--- src/hdl/set_mean_stddev_stderr_top_macros.svh ---
// Assertion macros shared by the set statistics block
`ifndef SET_MEAN_STDDEV_STDERR_TOP_MACROS_SVH
`define SET_MEAN_STDDEV_STDERR_TOP_MACROS_SVH

// Check that a condition implies another in the same cycle
`define SMSS_ASSERT_SAME(lbl, ante, cons) \
   lbl: assert property (@(posedge clock) disable iff (reset) (ante) |-> (cons)) \
      else $error("smss check failed");

// Check that a condition implies another in the next cycle
`define SMSS_ASSERT_NEXT(lbl, ante, cons) \
   lbl: assert property (@(posedge clock) disable iff (reset) (ante) |=> (cons)) \
      else $error("smss check failed");

`endif

--- src/hdl/smss_pkg.sv ---
// Types, constants and helpers of the set statistics block
`default_nettype none
package smss_pkg;
   localparam int MAX_ITEMS = 1024;
   localparam int VALUE_FRAC_BITS = 8;
   localparam int CNT_W = 11;
   localparam int SUM_W = 26;
   localparam int SQ_W = 42;
   localparam int D_W = 54;
   localparam int N3_W = 31;
   localparam int ROOT_W = 27;
   localparam int GROUP_DIVISOR = 10000;

   typedef struct packed {
      logic [15:0] sample_value;
      logic [16:0] group_code;
      logic        set_last;
   } req_type;

   typedef struct packed {
      logic [10:0] kept_count;
      logic [15:0] mean_value;
      logic [15:0] std_deviation;
      logic [15:0] std_error;
      logic        empty_set;
      logic        capacity_overflow;
   } rsp_type;

   // Totals of one closed set
   typedef struct packed {
      logic [CNT_W-1:0] count;
      logic [SUM_W-1:0] sum;
      logic [SQ_W-1:0]  sumsq;
      logic             ovf;
   } snap_type;

   typedef enum logic [3:0] {
      ST_IDLE, ST_MUL1, ST_MUL2, ST_DIV_MEAN, ST_SQRT_D,
      ST_DIV_SD, ST_DIV_SE, ST_SQRT_SE, ST_OUT
   } back_state_type;

   function automatic logic [15:0] sat16(input logic [D_W-1:0] v);
      return (v > D_W'(16'hFFFF)) ? 16'hFFFF : v[15:0];
   endfunction
endpackage
`default_nettype wire

--- src/hdl/smss_queue.sv ---
// Two-entry queue of closed set totals
`default_nettype none
module smss_queue (
   input  wire logic               clock,
   input  wire logic               reset,
   input  wire logic               push,
   input  wire smss_pkg::snap_type push_data,
   output logic                    full,
   input  wire logic               pop,
   output logic                    valid,
   output smss_pkg::snap_type      pop_data
);
   import smss_pkg::*;

   snap_type    mem_ff [2];
   logic        wr_ff, rd_ff;
   logic [1:0]  fill_ff;

   assign full     = (fill_ff == 2'd2);
   assign valid    = (fill_ff != 2'd0);
   assign pop_data = mem_ff[rd_ff];

   always_ff @(posedge clock) begin
      if (push) mem_ff[wr_ff] <= push_data;
   end

   // Advance pointers and fill level
   always_ff @(posedge clock) begin
      if (reset) begin
         wr_ff   <= 1'b0;
         rd_ff   <= 1'b0;
         fill_ff <= '0;
      end else begin
         if (push) wr_ff <= !wr_ff;
         if (pop)  rd_ff <= !rd_ff;
         fill_ff <= fill_ff + 2'(push) - 2'(pop);
      end
   end
endmodule
`default_nettype wire

--- config.mk ---
export PLATFORM = sky130hd
export DESIGN_NAME = smss_queue
export DESIGN_NICKNAME = d
export VERILOG_FILES = /design/src/hdl/set_mean_stddev_stderr_top_macros.svh /design/src/hdl/smss_pkg.sv /design/src/hdl/smss_queue.sv
export SDC_FILE = /design/constraint.sdc
export NUM_CORES = 1
export LEC_CHECK = 0
export ABC_AREA = 1
export BUFFER_PORTS_ARGS = -buffer_cell sky130_fd_sc_hd__buf_4
export CAP_MARGIN = 20
export CORE_ASPECT_RATIO = 2
export CORE_MARGIN = 1.5
export CORE_UTILIZATION = 57
export CTS_CLUSTER_DIAMETER = 120
export DETAILED_ROUTE_END_ITERATION = 8
export PLACE_DENSITY = 0.82
export REMOVE_ABC_BUFFERS = 1
export SYNTH_ARGS = -nofsm -noshare
export SYNTH_HDL_FRONTEND = slang
export SYNTH_SLANG_ARGS = --single-unit
--- constraint.sdc ---
create_clock -name clock -period 7.2 [get_ports clock]
set_input_delay 0.72 -clock clock [delete_from_list [all_inputs] [get_ports clock]]
set_output_delay 0.72 -clock clock [all_outputs]
set_load 0.005 [all_outputs]
==> Word-level counts from Yosys, hierarchy flattened <==
Memories as Yosys holds them, arrays and structs flattened. A register that Yosys moved wholly into a read port is not among the register bits.
Index checks and enable logic that the tools add are counted.
{ "totals": {"mem_count": 1, "elab_cells": 14, "register_bits": 4, "mem_bits_rw": 160} }
{ "op_classes": {"n_eq_ne": 1, "reduce_logical": 3, "n_addsub": 2, "n_mux": 4} }
{ "memory_table": {"columns": ["memory", "depth", "word_bits", "rd", "rd_clocked_by_memory_dff", "write_ports", "line", "rtl"], "rows": [
  ["mem_ff", 2, 80, 1, 1, 1, "smss_queue.sv:15", "snap_type mem_ff [2];"]
]} }
{ "ops": {"columns": ["cell", "n"], "rows": [
  ["$mux 1", 4],
  ["$add 2x1->2", 1],
  ["$eq 2x2->1 const B", 1],
  ["$logic_not 1->1", 2],
  ["$reduce_bool 2->1", 1],
  ["$sub 2x1->2", 1]
]} }

==> Depth between registers and ports, before layout <==
{ "depth": {"depth_word": 3, "ltp_mapped": 7, "depth_no_buf": 7} }

==> Worst setup path before layout <==
OpenSTA, ideal clock, no wires.
{ "synth_timing": {"path_kind": "input -> register", "from": "input port push", "to": "memory mem_ff[0][0] in the netlist's numbering (enable)", "arrival_ns": 4.112, "setup_slack_ns": 2.568, "setup_time_ns": 0.521, "stages": 2, "t_required_ns": 6.679, "cell_sequence": "inv_1 nor2_1"} }
{ "synth_via": {"elab_chain_len": 2} }
{ "synth_lines": {"columns": ["item", "line", "rtl"], "rows": [
  ["from (decl)", "smss_queue.sv:6", "input wire logic push,"],
  ["$mux 1", "smss_queue.sv:24", "if (push) mem_ff[wr_ff] <= push_data;"],
  ["$mux 1 (implied by the code)", "smss_queue.sv:24", null],
  ["to (decl)", "smss_queue.sv:15", null]
]} }
Every way passes these cells.

==> metrics.txt <==
Remaining Overflow, GRT 0; largest net degree at the start of global routing 52; DRC errors left 0; startpoint types flop; Die X approximately 78 um; die height between 150 and 200 um; first-pass GRT wire length 17.5 mm; Worst VDD drop roughly 0.34 mV; Worst Tran Pin Value 0.889 ns; outcome complete, no violations; Final period util 44.8%; Primary FF master, synth edfxtp_1; Crit Path Class flop to output pin; Leak about 0.0033 uW; WP data arrival roughly 2.5 ns; Area Overhead vs Synth 28.8%; Final Critical Period between 3 and 4 ns; Final Util ~75%; Layout Nets approximately 540; Hold WC Path Type primary input to flop; PortBufs ~170; Slew Limit Headroom between 40% and 50%; Clock Path Buffers 2; Max Cap Viol 0; via count between 3,000 and 4,000; TritonRoute pass-1 iters 4; WHS 0.489 ns; most frequent cell after synthesis edfxtp_1; multiplexer share of the synthesized area 18.8%; largest family of logic cells by synthesized area multiplexers; Placer Congestion around 0.8; Max Fclk about 310 MHz; Top-Level Pins 166; adder-cell share of the synthesized area less than 1%; Final Setup Violations 0; Critical Path Sink Type output pin; Core ar. roughly 0.011 mm^2; Die Footprint roughly 0.012 mm^2; EDFF count, synth 160; Final Skew between 0.01 and 0.015 ns; clk sinks around 170; Synth async-reset ratio 0%; Worst-Skew Late Latency 0.41 ns; fraction of layout cells with a size suffix above 1 roughly 60%; critical path fanouts, max 42; Syn Std Cell Area ~0.0064 mm^2; starting density of the core between 50 and 60%; H-tree Lvls 4; Post-synth top cells edfxtp_1 (160), mux2_4 (80), buf_12 (8), inv_1 (8), nor2_1 (7); unrepaired setup endpoints after global routing false; TritonCTS Buffers 17; cts repair resizes 0; Syn Inst Count 280; Yosys cell types 13; FP Rows 54; leading area contributor after synthesis edfxtp_1; Simple-Gate Fraction of Synth Area less than 1%; required time of the worst setup path 6.48 ns; clock slew at the register clock pins of the worst setup and hold paths about 0.060 ns; post-route ant nets 0; all-layer global routing usage just over 20%; Post-CTS Setup Inserts 0; CTS tree yes; routed vias/inst between 5 and 6; Max Slew Vio Count 0; detailed placement HPWL a little over 8 mm; sequential area share after synthesis about 77%; WL final 11.6 mm; Mean Syn Cell Area between 20 and 25 um^2; Synth Area in Compound Gates less than 1%; vias in the first global route between 3,000 and 4,000; Hold Vio Cnt, Final 0; initial antenna violation count 0; hold_buf cts 0; Yosys reg bits 165; Total Power Consumption ~2300 uW; XOR/XNOR Fraction of Synth Area less than 1%; Root Buffer clkbuf_16; PD cells 273 mW/mm^2; WL/cell about 19 um; Synth Warn # 0; Antenna Cells 0; DRT iter0 DRCs between 150 and 200; top cells by area, synth edfxtp_1 (75%), mux2_4 (19%), buf_12 (2.5%); area share of the leading cell type in the synthesized netlist 75.1%; Sum Neg Setup Slack 0 ns
## cells in the final DEF, fill, tap and decap left out, types with 2 or more instances in the layout
master,count
bufinv_16,2
nor2_1,6
dfxtp_1,4
edfxtp_1,160
clkinvlp_4,3
clkinv_4,2
ha_1,2
clkinv_2,6
buf_4,168
mux2_4,80
clkbuf_16,17
clkbuf_1,2
nand2_1,5
inv_1,7
## logic make-up (layout without fill, tap and decap cells)
group,count (synthesis),in the layout
buffers and inverters,17,208
flip-flops,165,165
XOR/XNOR,1,1
multiplexers,80,80
AO/OA/AOI/OAI,1,1
adder cells (fa/ha/maj),2,2
AND/OR/NAND/NOR,14,14
## area by class of cell
type                       instances  area (um^2)
multi-input combinational         98         1300
clock buffer                      19          433
fill                             674         2700
timing repair buffer             168         1260
tap                              140          175
sequential                       165         4910
clock inverter                    13          134
inverter                           8         31.3
## registers in the layout (all words and copies together) (netlist names), named ones only
name and cells:
rd_ff 1, fill_ff 2, mem_ff 160, wr_ff 1
## where the power goes
part	leakage (uW)	switching (uW)	internal, uW
Combinational	0.00150	98.5	165
Clock	0.000273	341	509
Sequential	0.00154	25.7	1110
## per-stage QoR
step	std cells	worst slack (ns)	instance area [um^2]
finish	611	3.97	8250
global route	611	3.84	8250
CTS	611	3.92	8250
detailed placement	579	4.37	7680
global placement	579	4.39	7680
floorplan	271	2.57	6230
## per-layer routing
| metal | track usage, % | routed length (um) |
|---|---|---|
| met5 | 0 | 0 |
| met4 | 9.44 | 345 |
| met3 | 5.79 | 513 |
| met2 | 38.9 | 6970 |
| met1 | 19.5 | 3760 |
## final timing paths
| path | from | end | slack [ns] | cells past startpoint |
|---|---|---|---|---|
| setup / recovery | flop | pop_data[75] | 3.97 | 3 |
| hold / removal | push_data[60] | mem_ff[0][60] | 0.49 | 1 |
| setup reg to reg | wr_ff | mem_ff[0][50] | 5.03 | 2 |
| hold reg to reg | rd_ff | flop | 0.53 | 2 |
## critical path, cell delays in order (launching register included)
cell,delay [ns]
dfxtp_4,0.81
buf_4,0.74
mux2_4,0.36
buf_4,0.14
Power figures use the tool's default switching activity.
