--- config.mk ---
export PLATFORM = sky130hd
export DESIGN_NAME = smss_front
export DESIGN_NICKNAME = d
export VERILOG_FILES = /design/src/hdl/set_mean_stddev_stderr_top_macros.svh /design/src/hdl/smss_pkg.sv /design/src/hdl/smss_front.sv
export SDC_FILE = /design/constraint.sdc
export NUM_CORES = 1
export LEC_CHECK = 0
export BUFFER_PORTS_ARGS = -buffer_cell sky130_fd_sc_hd__buf_2
export CAP_MARGIN = 15
export CORE_UTILIZATION = 46
export CTS_CLUSTER_DIAMETER = 80
export DETAILED_ROUTE_END_ITERATION = 12
export GPL_TIMING_DRIVEN = 1
export PLACE_DENSITY = 0.68
export SLEW_MARGIN = 40
export SYNTH_ARGS = -nofsm -noshare
export SYNTH_HDL_FRONTEND = slang
export SYNTH_SLANG_ARGS = --single-unit
--- constraint.sdc ---
create_clock -name clock -period 14.9 [get_ports clock]
set_input_delay 2.98 -clock clock [delete_from_list [all_inputs] [get_ports clock]]
set_output_delay 2.98 -clock clock [all_outputs]
set_load 0.02 [all_outputs]
--- src/hdl/set_mean_stddev_stderr_top_macros.svh ---
// Assertion macros shared by the set statistics block
`ifndef SET_MEAN_STDDEV_STDERR_TOP_MACROS_SVH
`define SET_MEAN_STDDEV_STDERR_TOP_MACROS_SVH

// Check that a condition implies another in the same cycle
`define SMSS_ASSERT_SAME(lbl, ante, cons) \
   lbl: assert property (@(posedge clock) disable iff (reset) (ante) |-> (cons)) \
      else $error("smss check failed");

// Check that a condition implies another in the next cycle
`define SMSS_ASSERT_NEXT(lbl, ante, cons) \
   lbl: assert property (@(posedge clock) disable iff (reset) (ante) |=> (cons)) \
      else $error("smss check failed");

`endif

--- src/hdl/smss_pkg.sv ---
// Types, constants and helpers of the set statistics block
`default_nettype none
package smss_pkg;
   localparam int MAX_ITEMS = 1024;
   localparam int VALUE_FRAC_BITS = 8;
   localparam int CNT_W = 11;
   localparam int SUM_W = 26;
   localparam int SQ_W = 42;
   localparam int D_W = 54;
   localparam int N3_W = 31;
   localparam int ROOT_W = 27;
   localparam int GROUP_DIVISOR = 10000;

   typedef struct packed {
      logic [15:0] sample_value;
      logic [16:0] group_code;
      logic        set_last;
   } req_type;

   typedef struct packed {
      logic [10:0] kept_count;
      logic [15:0] mean_value;
      logic [15:0] std_deviation;
      logic [15:0] std_error;
      logic        empty_set;
      logic        capacity_overflow;
   } rsp_type;

   // Totals of one closed set
   typedef struct packed {
      logic [CNT_W-1:0] count;
      logic [SUM_W-1:0] sum;
      logic [SQ_W-1:0]  sumsq;
      logic             ovf;
   } snap_type;

   typedef enum logic [3:0] {
      ST_IDLE, ST_MUL1, ST_MUL2, ST_DIV_MEAN, ST_SQRT_D,
      ST_DIV_SD, ST_DIV_SE, ST_SQRT_SE, ST_OUT
   } back_state_type;

   function automatic logic [15:0] sat16(input logic [D_W-1:0] v);
      return (v > D_W'(16'hFFFF)) ? 16'hFFFF : v[15:0];
   endfunction
endpackage
`default_nettype wire

--- src/hdl/smss_front.sv ---
// Front end: group filter and running count, sum and sum of squares
`default_nettype none
module smss_front (
   input  wire logic              clock,
   input  wire logic              reset,
   input  wire logic              csr_valid,
   output logic                   csr_ready,
   input  wire logic [3:0]        csr_data,
   input  wire logic              req_valid,
   output logic                   req_ready,
   input  wire smss_pkg::req_type req_data,
   input  wire logic              q_full,
   output logic                   q_push,
   output smss_pkg::snap_type     q_data
);
   import smss_pkg::*;

   logic [3:0]       sel_ff;
   logic [CNT_W-1:0] cnt_ff, cnt_in;
   logic [SUM_W-1:0] sum_ff, sum_in;
   logic [SQ_W-1:0]  sq_ff, sq_in;
   logic             ovf_ff, ovf_in;
   logic [17:0]      lo_bound, hi_bound, code18;
   logic             keep, take;

   assign csr_ready = 1'b1;
   assign req_ready = !q_full;
   assign take      = req_valid && req_ready;

   // Classify: group range check instead of a division
   always_comb begin
      lo_bound = 18'(sel_ff) * 18'(GROUP_DIVISOR);
      hi_bound = lo_bound + 18'(GROUP_DIVISOR);
      code18   = {1'b0, req_data.group_code};
      keep     = (sel_ff == 4'd0) || ((code18 >= lo_bound) && (code18 < hi_bound));
   end

   // Accumulate kept samples up to capacity
   always_comb begin
      cnt_in = cnt_ff;
      sum_in = sum_ff;
      sq_in  = sq_ff;
      ovf_in = ovf_ff;
      if (keep) begin
         if (cnt_ff >= CNT_W'(MAX_ITEMS)) begin
            ovf_in = 1'b1;
         end else begin
            cnt_in = cnt_ff + 1'b1;
            sum_in = sum_ff + SUM_W'(req_data.sample_value);
            sq_in  = sq_ff + SQ_W'(32'(req_data.sample_value) *
                                   32'(req_data.sample_value));
         end
      end
   end

   assign q_push = take && req_data.set_last;
   assign q_data = '{count: cnt_in, sum: sum_in, sumsq: sq_in, ovf: ovf_in};

   // Hold config; advance or clear totals per transfer
   always_ff @(posedge clock) begin
      if (reset) begin
         sel_ff <= '0;
         cnt_ff <= '0;
         sum_ff <= '0;
         sq_ff  <= '0;
         ovf_ff <= 1'b0;
      end else begin
         if (csr_valid && csr_ready) sel_ff <= csr_data;
         if (q_push) begin
            cnt_ff <= '0;
            sum_ff <= '0;
            sq_ff  <= '0;
            ovf_ff <= 1'b0;
         end else if (take) begin
            cnt_ff <= cnt_in;
            sum_ff <= sum_in;
            sq_ff  <= sq_in;
            ovf_ff <= ovf_in;
         end
      end
   end
endmodule
`default_nettype wire

== After elaboration in Yosys (flattened, before gate mapping) ==
Index checks and enable logic that the tools add are counted.

* Output and inout bits: 83
* Bits of input ports: 43
* Register bits after elaboration: 84

* Reduce and logical (&&, ||, !) cells: 7
* Multipliers: 2
* Mux-type cells: 8
* Add/subtract/negate cells: 4
* $lt $le $gt $ge: 3

{| class="wikitable"
|+ Operators by type and width
! operator !! number
|-
| 42-bit two-way mux || 2
|-
| 26-bit two-way mux || 2
|-
| 42-bit by 32-bit adder with 42-bit output || 1
|-
| 16-bit by 16-bit multiplier with 32-bit output || 1
|-
| 26-bit by 16-bit adder with 26-bit output || 1
|-
| 11-bit two-way mux || 2
|-
| 18-bit by 14-bit adder with 18-bit output (second input constant) || 1
|-
| 17-bit by 18-bit greater-or-equal comparator with 1-bit output || 1
|-
| 17-bit by 18-bit less-than comparator with 1-bit output || 1
|-
| 4-bit by 10-bit multiplier with 14-bit output (second input constant) || 1
|-
| 11-bit by 1-bit adder with 11-bit output (second input constant) || 1
|-
| 11-bit greater-or-equal comparator (second input constant) || 1
|-
| 4-bit zero test || 1
|-
| 1-bit logical AND || 3
|-
| 1-bit two-way mux || 2
|-
| 2-bit OR reduction || 1
|-
| 1-bit zero test || 1
|-
| 1-bit logical OR || 1
|}

== Logic depth before layout (Yosys ltp) ==
* Word-level depth: 6
* Mapped depth: 25
* Gate-level depth less buffers: 23

== Worst setup path before layout ==
OpenSTA, ideal clock, no wires.

* Kind: input-to-output
* From: in req_data[22] (netlist name)
* To: out q_data[33] (netlist name)
* Path buffers: 2
* Stages: 21
* Data arrival time: 9416 ps
* Data required time: 11920 ps
* Slack: 2504 ps
* Path through: clkbuf_1 clkbuf_1 nand2_1 fa_1 fa_1 fa_1 inv_1 fa_1 inv_1 fa_1 inv_1 fa_1 ha_1 nand3_1 and3b_1 a21oi_1 o21ai_0 o31a_1 o31ai_1 nand3_1 o311ai_0

{| class="wikitable"
|+ RTL lines
! element !! line !! text
|-
| start: declaration || smss_front.sv:11 || <nowiki>input wire smss_pkg::req_type req_data,</nowiki>
|-
| end: declaration || smss_front.sv:14 || <nowiki>output smss_pkg::snap_type q_data</nowiki>
|}

==> results.sh <==
export IMPL_dpl_cell_area_um2=16000
export IMPL_hold_viol=0
export IMPL_die_height_um=183
export IMPL_antenna_cells=0
export IMPL_drt_iter0_markers=742
export IMPL_start_util_pct=47.3
export IMPL_track_usage_pct=24.5
export IMPL_synth_edf_count=0
export IMPL_cts_setup_buffers=0
export IMPL_status="finished clean"
export IMPL_arrival_ps=9930
export IMPL_fin_crit_ps=12910
export IMPL_routed_wl_mm=39.2
export IMPL_tritoncts="yes"
export IMPL_timing_final_crit_share_pct=86.7
export IMPL_worstPathMaxFanout=18
export IMPL_synth_flop_cell="dfxtp_1"
export IMPL_synth_seq_area_share_pct=11.1
export IMPL_cts_hold_fix_buffers=0
export IMPL_hpwl_mm=31.4
export IMPL_final_cells=2324
export IMPL_fin_skew_ps=9.51
export IMPL_chipWidth_um=183
export IMPL_wire_per_inst_um=16.9
export IMPL_final_cell_mix="382 x inv_1, 198 x fa_1, 173 x ha_1"
export IMPL_vias_per_cell=5.36
export IMPL_hold_class="flop to flop"
export IMPL_synth_area_um2=15100
export IMPL_cts_buffers=9
export IMPL_clockBufferDepth=2
export IMPL_num_rows=65
export IMPL_setup_viol=0
export IMPL_ios=126
export IMPL_async_reset_ff_share_pct=0
export IMPL_root_buffer="clkbuf_16"
export IMPL_grt_start_max_net_pins=54
export IMPL_tns_ps=0
export IMPL_insertion_delay_ps=350
export IMPL_critPathLaunchType="input pin"
export IMPL_cts_num_sinks=84
export IMPL_layout_commonest_cell="inv_1"
export IMPL_ant_nets=0
export IMPL_remaining_drc_errors=0
export IMPL_area_growth_pct=8.36
export IMPL_rsz0062_at_grt="no"
export IMPL_regToRegSetupSlack_ps=9110
export IMPL_final_fill_count=3092
export IMPL_worst_slew_pin_slew_ps=790
export IMPL_drive_gt1_share_pct=9.42
export IMPL_die_area_um2=33500
export IMPL_final_util_pct=51.3
export IMPL_drv_slew=0
export IMPL_yosysTopAreaCell="fa_1"
export IMPL_nets=2298
export IMPL_synth_top_area_share_pct=26.3
export IMPL_grt_pass1_wl_mm=65.0
export IMPL_htree_levels=3
export IMPL_ys_types=70
export IMPL_vias=12500
export IMPL_grt_overflow=0
export IMPL_synthCells=1815
export IMPL_dp_cells=2308
export IMPL_setup_worst_path_class="input pin to primary output"
export IMPL_max_freq_mhz=77.4
export IMPL_max_slew_margin_pct=47.3
export IMPL_synth_area_per_cell_um2=8.31
export IMPL_numPortBuffers=124
export IMPL_antenna_found_initial=1
export IMPL_final_area_um2=16300
export IMPL_syn_nets=2229
export IMPL_grt_pass1_vias=12500
export IMPL_path_clk_slew_ps=70
export IMPL_crit_required_ps=11920
export IMPL_cts_resized=0
export IMPL_cap_violations=0
export IMPL_drt_pass1_iter_count=5
export IMPL_core_area_um2=31900
export IMPL_yosys_warnings=0
export IMPL_synth_top_cells_by_area="fa_1 26%, ha_1 14%, dfxtp_1 11%, inv_1 9.5%, nand2_1 4.2%"
export IMPL_ys_ff_latch=84
export IMPL_critPathCaptureType="primary output"
export IMPL_gp_congestion=0.921
==> logic make-up (layout without fill, tap and decap cells) <==
family,Yosys count,in the layout,synth area share [%]
AO/OA/AOI/OAI,297,297,13.4
XOR/XNOR,87,87,5.05
adder cells (fa/ha/maj),371,371,40.6
buffers and inverters,454,528,11.5
flip-flops,84,84,11.1
multiplexers,44,44,3.20
other,1,1,0.0249
AND/OR/NAND/NOR,477,477,15.0
==> critical path, cell delays in order <==
cell	delay, ps
buf_2	380
and2_1	250
inv_1	70
fa_1	500
inv_1	50
fa_1	490
inv_1	50
fa_1	470
inv_1	50
fa_1	520
fa_1	590
inv_1	70
fa_1	530
inv_1	60
ha_1	360
a21oi_1	130
and3b_1	200
a21oi_1	130
o21ai_0	210
o31a_1	390
o31ai_1	690
nand3_1	150
o311ai_0	370
buf_2	250
==> layout make-up <==
| cell class | count | area (um^2) | share of cell area (%) |
|---|---|---|---|
| repair buffers | 130 | 666 | 4.07 |
| flip-flops and latches | 84 | 1680 | 10.3 |
| inverters | 382 | 1430 | 8.77 |
| clock buffers | 10 | 239 | 1.46 |
| clock inverters | 6 | 87.6 | 0.536 |
| well taps | 435 | 544 | 3.33 |
| multi-input cells | 1277 | 11700 | 71.5 |
==> per-stage QoR <==
step                      setup slack (ps)  hold slack [ps]
after floorplan                       2500              436
after global placement                2170              448
after detailed placement              2070              452
after CTS                             2020              462
after global routing                  1570              481
final                                 1990              460
==> registers in the layout, summed over array words and instances, names as in the netlist <==
register	cells
cnt_ff	11
ovf_ff	1
sel_ff	4
sum_ff	26
sq_ff	42
==> cells in the mapped netlist, types with 32 or more instances <==
master,count
clkbuf_1,61
and2_1,42
xor2_1,40
inv_1,382
o21ai_0,42
xnor2_1,47
a21oi_1,82
nand3_1,32
fa_1,198
nand2_1,168
dfxtp_1,84
nor2_1,113
ha_1,173
o21a_1,33
==> final timing paths <==
kind / startpoint / to / cells past startpoint
worst max-delay path: req_data[27] / q_data[33] / 24
worst min-delay path: sq_ff[29] / sq_ff[29] / 2
worst max register to register: sel_ff[2] / sum_ff[5] / 19
worst min register to register: sq_ff[29] / sq_ff[29] / 2
==> layer usage <==
metal  routed length [um]  track usage [%]  share of wire (%)  vias up
li1                     -                -                  -     5978
met1                17700             33.7                 45     6083
met2                18200             40.4                 47      357
met3                 2520             3.77                6.4       45
met4                  761             5.67                1.9        2
met5                    9                0              0.023        -
Power is not shown: default switching activity piles up to over one toggle a cycle in this logic, so the estimate is an artifact.
