### config.mk
export PLATFORM = sky130hd
export DESIGN_NAME = smss_back
export DESIGN_NICKNAME = d
export VERILOG_FILES = /design/src/hdl/set_mean_stddev_stderr_top_macros.svh /design/src/hdl/smss_pkg.sv /design/src/hdl/smss_back.sv
export SDC_FILE = /design/constraint.sdc
export NUM_CORES = 2
export LEC_CHECK = 0
export ABC_AREA = 1
export BUFFER_PORTS_ARGS = -buffer_cell sky130_fd_sc_hd__clkbuf_2
export CAP_MARGIN = 5
export CORE_UTILIZATION = 40
export CTS_BUF_LIST = sky130_fd_sc_hd__clkbuf_4 sky130_fd_sc_hd__clkbuf_8
export DETAILED_ROUTE_END_ITERATION = 7
export PLACE_DENSITY = 0.51
export SYNTH_ARGS = -nofsm -noshare
export SYNTH_HDL_FRONTEND = slang
export SYNTH_SLANG_ARGS = --single-unit
### constraint.sdc
create_clock -name clock -period 17.47 [get_ports clock]
set_input_delay 0.8735 -clock clock [delete_from_list [all_inputs] [get_ports clock]]
set_output_delay 0.8735 -clock clock [all_outputs]
set_load 0.05 [all_outputs]
### src/hdl/set_mean_stddev_stderr_top_macros.svh
// Assertion macros shared by the set statistics block
`ifndef SET_MEAN_STDDEV_STDERR_TOP_MACROS_SVH
`define SET_MEAN_STDDEV_STDERR_TOP_MACROS_SVH

// Check that a condition implies another in the same cycle
`define SMSS_ASSERT_SAME(lbl, ante, cons) \
   lbl: assert property (@(posedge clock) disable iff (reset) (ante) |-> (cons)) \
      else $error("smss check failed");

// Check that a condition implies another in the next cycle
`define SMSS_ASSERT_NEXT(lbl, ante, cons) \
   lbl: assert property (@(posedge clock) disable iff (reset) (ante) |=> (cons)) \
      else $error("smss check failed");

`endif

### src/hdl/smss_pkg.sv
// Types, constants and helpers of the set statistics block
`default_nettype none
package smss_pkg;
   localparam int MAX_ITEMS = 1024;
   localparam int VALUE_FRAC_BITS = 8;
   localparam int CNT_W = 11;
   localparam int SUM_W = 26;
   localparam int SQ_W = 42;
   localparam int D_W = 54;
   localparam int N3_W = 31;
   localparam int ROOT_W = 27;
   localparam int GROUP_DIVISOR = 10000;

   typedef struct packed {
      logic [15:0] sample_value;
      logic [16:0] group_code;
      logic        set_last;
   } req_type;

   typedef struct packed {
      logic [10:0] kept_count;
      logic [15:0] mean_value;
      logic [15:0] std_deviation;
      logic [15:0] std_error;
      logic        empty_set;
      logic        capacity_overflow;
   } rsp_type;

   // Totals of one closed set
   typedef struct packed {
      logic [CNT_W-1:0] count;
      logic [SUM_W-1:0] sum;
      logic [SQ_W-1:0]  sumsq;
      logic             ovf;
   } snap_type;

   typedef enum logic [3:0] {
      ST_IDLE, ST_MUL1, ST_MUL2, ST_DIV_MEAN, ST_SQRT_D,
      ST_DIV_SD, ST_DIV_SE, ST_SQRT_SE, ST_OUT
   } back_state_type;

   function automatic logic [15:0] sat16(input logic [D_W-1:0] v);
      return (v > D_W'(16'hFFFF)) ? 16'hFFFF : v[15:0];
   endfunction
endpackage
`default_nettype wire

### src/hdl/smss_back.sv
// Back end: products, shared divider and square root, result register
`default_nettype none
module smss_back (
   input  wire logic               clock,
   input  wire logic               reset,
   input  wire logic               q_valid,
   input  wire smss_pkg::snap_type q_data,
   output logic                    q_pop,
   output logic                    rsp_valid,
   input  wire logic               rsp_ready,
   output smss_pkg::rsp_type       rsp_data
);
   import smss_pkg::*;

   back_state_type st_ff, st_in;
   logic [5:0]        cnt_ff;
   snap_type          s_ff;
   logic [31:0]       plo_ff, phi_ff;
   logic [51:0]       s2_ff;
   logic [21:0]       n2_ff;
   logic [D_W-1:0]    d_ff;
   logic [N3_W-1:0]   n3_ff;
   logic [15:0]       mean_ff, sd_ff, se_ff;
   logic [D_W-1:0]    dvd_ff, dvd_nx;
   logic [N3_W-1:0]   dvs_ff, rem_ff, rem_nx;
   logic [N3_W:0]     rem_sh;
   logic [D_W-1:0]    rad_ff;
   logic [28:0]       srem_ff, srem_nx;
   logic [30:0]       srem_sh, trial;
   logic [ROOT_W-1:0] root_ff, root_nx;
   logic              div_ge, sq_ge, div_last, sq_last, out_free;
   logic              rsp_valid_ff;
   rsp_type           rsp_ff;

   // One divider step: restoring, one quotient bit
   always_comb begin
      rem_sh = {rem_ff, dvd_ff[D_W-1]};
      div_ge = rem_sh >= {1'b0, dvs_ff};
      rem_nx = div_ge ? N3_W'(rem_sh - {1'b0, dvs_ff}) : rem_sh[N3_W-1:0];
      dvd_nx = {dvd_ff[D_W-2:0], div_ge};
   end

   // One square root step: one root bit
   always_comb begin
      srem_sh = {srem_ff, rad_ff[D_W-1:D_W-2]};
      trial   = {2'b00, root_ff, 2'b01};
      sq_ge   = srem_sh >= trial;
      srem_nx = sq_ge ? 29'(srem_sh - trial) : srem_sh[28:0];
      root_nx = {root_ff[ROOT_W-2:0], sq_ge};
   end

   assign div_last  = (cnt_ff == 6'(D_W - 1));
   assign sq_last   = (cnt_ff == 6'(ROOT_W - 1));
   assign out_free  = !rsp_valid_ff || rsp_ready;
   assign rsp_valid = rsp_valid_ff;
   assign rsp_data  = rsp_ff;

   // Next state and queue pop
   always_comb begin
      st_in = st_ff;
      q_pop = 1'b0;
      unique case (st_ff)
         ST_IDLE: begin
            if (q_valid) begin
               q_pop = 1'b1;
               st_in = ST_MUL1;
            end
         end
         ST_MUL1:     st_in = (s_ff.count == '0) ? ST_OUT : ST_MUL2;
         ST_MUL2:     st_in = ST_DIV_MEAN;
         ST_DIV_MEAN: if (div_last) st_in = ST_SQRT_D;
         ST_SQRT_D:   if (sq_last)  st_in = ST_DIV_SD;
         ST_DIV_SD:   if (div_last) st_in = ST_DIV_SE;
         ST_DIV_SE:   if (div_last) st_in = ST_SQRT_SE;
         ST_SQRT_SE:  if (sq_last)  st_in = ST_OUT;
         ST_OUT:      if (out_free) st_in = ST_IDLE;
         default:     st_in = ST_IDLE;
      endcase
   end

   always_ff @(posedge clock) begin
      if (reset) st_ff <= ST_IDLE;
      else       st_ff <= st_in;
   end

   // Datapath: load, multiply, iterate
   always_ff @(posedge clock) begin
      unique case (st_ff)
         ST_IDLE: if (q_valid) s_ff <= q_data;
         ST_MUL1: begin
            plo_ff  <= 32'(s_ff.count) * 32'(s_ff.sumsq[20:0]);
            phi_ff  <= 32'(s_ff.count) * 32'(s_ff.sumsq[41:21]);
            s2_ff   <= 52'(s_ff.sum) * 52'(s_ff.sum);
            n2_ff   <= 22'(s_ff.count) * 22'(s_ff.count);
            mean_ff <= '0;
            sd_ff   <= '0;
            se_ff   <= '0;
         end
         ST_MUL2: begin
            d_ff   <= D_W'(plo_ff) + {1'b0, phi_ff, 21'b0} - D_W'(s2_ff);
            n3_ff  <= N3_W'(33'(n2_ff) * 33'(s_ff.count));
            dvd_ff <= D_W'(s_ff.sum);
            dvs_ff <= N3_W'(s_ff.count);
            rem_ff <= '0;
            cnt_ff <= '0;
         end
         ST_DIV_MEAN: begin
            if (div_last) begin
               mean_ff <= sat16(dvd_nx);
               rad_ff  <= d_ff;
               srem_ff <= '0;
               root_ff <= '0;
               cnt_ff  <= '0;
            end else begin
               dvd_ff <= dvd_nx;
               rem_ff <= rem_nx;
               cnt_ff <= cnt_ff + 1'b1;
            end
         end
         ST_SQRT_D: begin
            if (sq_last) begin
               dvd_ff <= D_W'(root_nx);
               dvs_ff <= N3_W'(s_ff.count);
               rem_ff <= '0;
               cnt_ff <= '0;
            end else begin
               rad_ff  <= rad_ff << 2;
               srem_ff <= srem_nx;
               root_ff <= root_nx;
               cnt_ff  <= cnt_ff + 1'b1;
            end
         end
         ST_DIV_SD: begin
            if (div_last) begin
               sd_ff  <= sat16(dvd_nx);
               dvd_ff <= d_ff;
               dvs_ff <= n3_ff;
               rem_ff <= '0;
               cnt_ff <= '0;
            end else begin
               dvd_ff <= dvd_nx;
               rem_ff <= rem_nx;
               cnt_ff <= cnt_ff + 1'b1;
            end
         end
         ST_DIV_SE: begin
            if (div_last) begin
               rad_ff  <= dvd_nx;
               srem_ff <= '0;
               root_ff <= '0;
               cnt_ff  <= '0;
            end else begin
               dvd_ff <= dvd_nx;
               rem_ff <= rem_nx;
               cnt_ff <= cnt_ff + 1'b1;
            end
         end
         ST_SQRT_SE: begin
            if (sq_last) begin
               se_ff <= sat16(D_W'(root_nx));
            end else begin
               rad_ff  <= rad_ff << 2;
               srem_ff <= srem_nx;
               root_ff <= root_nx;
               cnt_ff  <= cnt_ff + 1'b1;
            end
         end
         ST_OUT: begin
            if (out_free) begin
               rsp_ff.kept_count        <= s_ff.count;
               rsp_ff.mean_value        <= mean_ff;
               rsp_ff.std_deviation     <= sd_ff;
               rsp_ff.std_error         <= se_ff;
               rsp_ff.empty_set         <= (s_ff.count == '0);
               rsp_ff.capacity_overflow <= s_ff.ovf;
            end
         end
         default: ;
      endcase
   end

   // Hold the result until its transfer
   always_ff @(posedge clock) begin
      if (reset) begin
         rsp_valid_ff <= 1'b0;
      end else if (st_ff == ST_OUT && out_free) begin
         rsp_valid_ff <= 1'b1;
      end else if (rsp_ready) begin
         rsp_valid_ff <= 1'b0;
      end
   end
endmodule
`default_nettype wire
# --- Word level (Yosys, flattened, before mapping) ---
# Cells that the tools add are included.
totals:
  ff_bits: 649
  input_bits: 84
  elab_cells: 138
classes:
  n_addsub: 5
  multipliers: 5
  order_cmp: 4
  eq_ne: 21
  mux: 47
  reduce_logical: 28
op_table:
  columns: ["op", "n"]
  rows:
  - ["54-bit two-way mux", 6]
  - ["54-bit case mux with 4 select lines", 1]
  - ["31-bit two-way mux", 6]
  - ["54-bit case mux with 3 select lines", 1]
  - ["31-bit case mux with 4 select lines", 1]
  - ["16-bit case mux with 2 select lines", 3]
  - ["31-bit case mux with 3 select lines", 1]
  - ["29-bit two-way mux", 3]
  - ["11-bit by 21-bit multiplier with 32-bit output", 2]
  - ["16-bit two-way mux", 4]
  - ["29-bit case mux with 2 select lines", 1]
  - ["32-bit by 53-bit adder with 54-bit output", 1]
  - ["54-bit by 16-bit > comparator with 1-bit output, second input constant", 1]
  - ["27-bit two-way mux", 2]
  - ["27-bit case mux with 2 select lines", 1]
  - ["54-bit by 52-bit subtractor with 54-bit output", 1]
  - ["26-bit by 26-bit multiplier with 52-bit output", 1]
  - ["4-bit case mux with 9 select lines", 1]
  - ["32-bit by 31-bit >= comparator with 1-bit output", 1]
  - ["4-bit two-way mux", 8]
  - ["31-bit by 29-bit >= comparator with 1-bit output", 1]
  - ["22-bit by 11-bit multiplier with 31-bit output", 1]
  - ["31-bit subtractor", 1]
  - ["29-bit subtractor", 1]
  - ["other kinds (28)", 60]

# --- Logic depth before layout (Yosys ltp) ---
depth:
  word_depth: 5
  ltp_mapped: 30
  ltp_nobuf: 28

# --- Worst setup path before layout ---
# OpenSTA, ideal clock, no wires.
synth_path:
  path_kind: "input-to-output"
  startpoint: "input q_valid"
  endpoint: "output q_pop"
  arrival_ns: 7.315
  t_required_ns: 16.596
  slack_ns: 9.281
  stages: 2
  path_buffers: 0
  cell_sequence: "inv_1 > nor3_1"
synth_via:
  elab_chain_cells: 2
synth_lines:
  columns: ["element", "line_no", "source"]
  rows:
  - ["start, declared", "smss_back.sv:6", "input wire logic q_valid,"]
  - ["1-bit two-way mux", "smss_back.sv:64", "if (q_valid) begin"]
  - ["1-bit two-way mux", "smss_back.sv:62", "unique case (st_ff)"]
  - ["end, declared", "smss_back.sv:8", "output logic q_pop,"]
# Every way passes these cells.

# --- Final worst setup path ---
layout_path:
  startpoint: "register s_ff[53] in the netlist's numbering"
  endpoint: "register s2_ff[35] (data pin)"
layout_via:
  elab_chain_cells: 1
layout_lines:
  columns: ["element", "line_no", "source"]
  rows:
  - ["start, declared", "smss_back.sv:17", "snap_type s_ff;"]
  - ["start signal, assigned", "smss_back.sv:89", "ST_IDLE: if (q_valid) s_ff <= q_data;"]
  - ["26-bit by 26-bit multiplier with 52-bit output", "smss_back.sv:93", "s2_ff <= 52'(s_ff.sum) * 52'(s_ff.sum);"]
  - ["end signal, assigned", "smss_back.sv:93", null]
  - ["end, declared", "smss_back.sv:19", "logic [51:0] s2_ff;"]
# Every way passes these cells.
# A chain may end at the register's enable or synchronous reset.

==> run metrics <==
status finished clean; most frequent cells in the layout inv_1 (2,372), nand2_1 (2,363), fa_1 (1,105); pin count of the biggest net entering global routing 85; number of enable flip-flop cells after synthesis 642; Starting DRT DRC Count 3,898; WP data arrival roughly 8 ns; sequential share of the synthesized area 0.244; die area around 200,000 sq um; DRT Pass-1 Iters 6; layout net count ~11k; Hold Fails Final Rpt 0; final wirelength about 230 mm; Yosys warning count 0; crit share post-route 0.426; most common cell after layout, fill and taps aside inv_1; Max Root-Sink Buffers 3; DIE WIDTH about 450 um; CP required between 15 and 20 ns; Setup Skew roughly 0.12 ns; cts repair resizes 0; hold buffer count at cts 0; Synth Register Bits around 650; unrepaired setup endpoints after global routing false; syn avg cell area 8.37 sq um; number of remaining DRC errors 0; H-tree levels 3; CTS tree yes; fillers 20.0k; Setup CP Type flop to flop; io pins 147; Gate Count Post-Synth 9,482; Tightest Pin Transition 1.10 ns; placeable core region ~200,000 sq um; die span in y between 400 and 500 um; setup violators final 0; antenna-violating nets left 0; Hold/Removal Path Class input port to flop; Main synth FF type edfxtp_1; gpl congestion 0.941; Syn Std Cell Area around 79,000 sq um; WL/cell 19.0 um; final worst path period need around 7.4 ns; Fmax 134 MHz; Cell variety after synth 47; row count roughly 160; Setup TNS Final 0 ns; Max-Slew Margin vs Limit 0.265; via count around 60k; clock buffer count from CTS 119; Setup Buffers After CTS 0; Clock transition at path regs 0.07 ns; initial antenna violation count 3; Critical Path Sink Type flop; GRT Resource Usage Total 0.237; max-cap viol count 0; clk root buf clkbuf_8; Post-DP HPWL 185 mm; Reg area between 15,000 and 20,000 sq um; fraction of layout cells with a size suffix above 1 0.0467; Port Buffer Count about 150; vias in the first global route 63.1k; Synth async-reset ratio 0; clock latency at the later pin of the worst-skew pair 0.93 ns; peak fanout along the critical path 16; Pins Over Slew Limit 0; Initial Util 0.402; area added between synthesis and finish 7.66%; CP Launch Type flop; Via density 4.95; area of the multi-input gates roughly 50,000 sq um; GRT overflow 0; clock sink count around 650; first-pass GRT wire length around 370 mm
-- critical path, stage by stage, from the launching register on --
cell and delay, ns:
edfxtp_1 0.71, buf_4 0.39, nand2_1 0.14, inv_1 0.11, ha_1 0.24, xnor2_1 0.22, fa_1 0.47, fa_1 0.54
inv_1 0.05, fa_1 0.50, inv_1 0.05, fa_1 0.47, inv_1 0.06, fa_1 0.52, inv_1 0.08, fa_1 0.64
inv_1 0.08, ha_1 0.39, a21oi_1 0.28, o21ai_0 0.26, a21oi_1 0.30, o21ai_0 0.27, nand2_1 0.12, nand2_1 0.06
xor2_1 0.15
-- flip-flops by register name, indices dropped and copies added (netlist names), 4 cells and up --
signal / cells
s_ff: 80
rsp_data: 61
d_ff: 54
dvd_ff: 54
rad_ff: 54
s2_ff: 51
phi_ff: 32
plo_ff: 32
dvs_ff: 31
n3_ff: 31
rem_ff: 31
srem_ff: 29
root_ff: 27
n2_ff: 21
mean_ff: 16
sd_ff: 16
se_ff: 16
cnt_ff: 6
st_ff: 4
-- path summary, 6_finish.rpt --
kind | start | end | slack [ns] | cells past startpoint
worst max-delay path | s_ff[53]$_DFFE_PP_ | s2_ff[35]$_DFFE_PP_ | 10.03 | 24
worst min-delay path | q_data[78] | s_ff[78]$_DFFE_PP_ | 0.11 | 1
worst max register to register | s_ff[53]$_DFFE_PP_ | s2_ff[35]$_DFFE_PP_ | 10.03 | 24
worst min register to register | se_ff[7]$_SDFFCE_PN0P_ | rsp_data[9]$_DFFE_PP_ | 0.42 | 0
-- stage by stage --
stage	setup slack (ns)	std cells	cell area (sq um)	hold slack, ns	utilization
4_1_cts	10.05	12300	85400	0.00367	0.433
3_5_place_dp	10.15	12000	82800	0.405	0.420
2_1_floorplan	9.28	9484	79400	0.400	-
5_1_grt	9.72	12300	85400	0.0558	0.433
3_3_place_gp	10.24	12000	82800	0.403	0.420
6_report	10.03	12300	85400	0.109	0.433
-- synth_stat cells (10+ instances only) --
library cell | number | area, sq um
inv_1 | 2372 | 8900
nand2_1 | 2363 | 8870
fa_1 | 1105 | 22100
edfxtp_1 | 642 | 19300
ha_1 | 610 | 7630
nor2_1 | 547 | 2050
a21oi_1 | 389 | 1950
nand3_1 | 264 | 1320
o21ai_0 | 250 | 1250
clkbuf_1 | 248 | 931
xor2_1 | 144 | 1260
nand4_1 | 77 | 482
nor3_1 | 74 | 370
xnor2_1 | 72 | 631
o21bai_1 | 58 | 435
o211ai_1 | 54 | 405
nor4_1 | 20 | 125
a21o_1 | 19 | 143
o21ai_1 | 17 | 85.1
o2111ai_1 | 15 | 131
buf_4 | 14 | 105
a21boi_0 | 12 | 90.1
buf_1 | 12 | 45.0
buf_2 | 12 | 60.1
inv_2 | 12 | 45.0
a31oi_1 | 10 | 62.6
or2_2 | 10 | 62.6
-- logic make-up after synthesis --
logic type | count (synthesis) | share of synthesized area
flops | 647 | 0.244
buf+inv | 2676 | 0.128
other cells | 2 | 0.0000946
simple gates | 3389 | 0.170
fa+ha+maj | 1715 | 0.375
xor+xnor | 216 | 0.0238
compound gates | 837 | 0.0587
-- layout make-up --
type,count,share of cell area
Inverter,2384,0.105
Clock buffer,151,0.0224
Antenna cell,3,0.0000879
Timing Repair Buffer,214,0.0145
Tap cell,2640,0.0387
Multi-Input combinational cell,6161,0.584
Clock inverter,66,0.00868
Sequential cell,647,0.227
-- per-layer routing --
metal	GRT usage	up-vias	routed length, um
li1	-	28900	-
met1	0.345	30200	112000
met2	0.382	1388	106000
met3	0.0255	235	10900
met4	0.0469	0	4030
met5	0	-	0
Power is not shown: default switching activity piles up to over one toggle a cycle in this logic, so the estimate is an artifact.
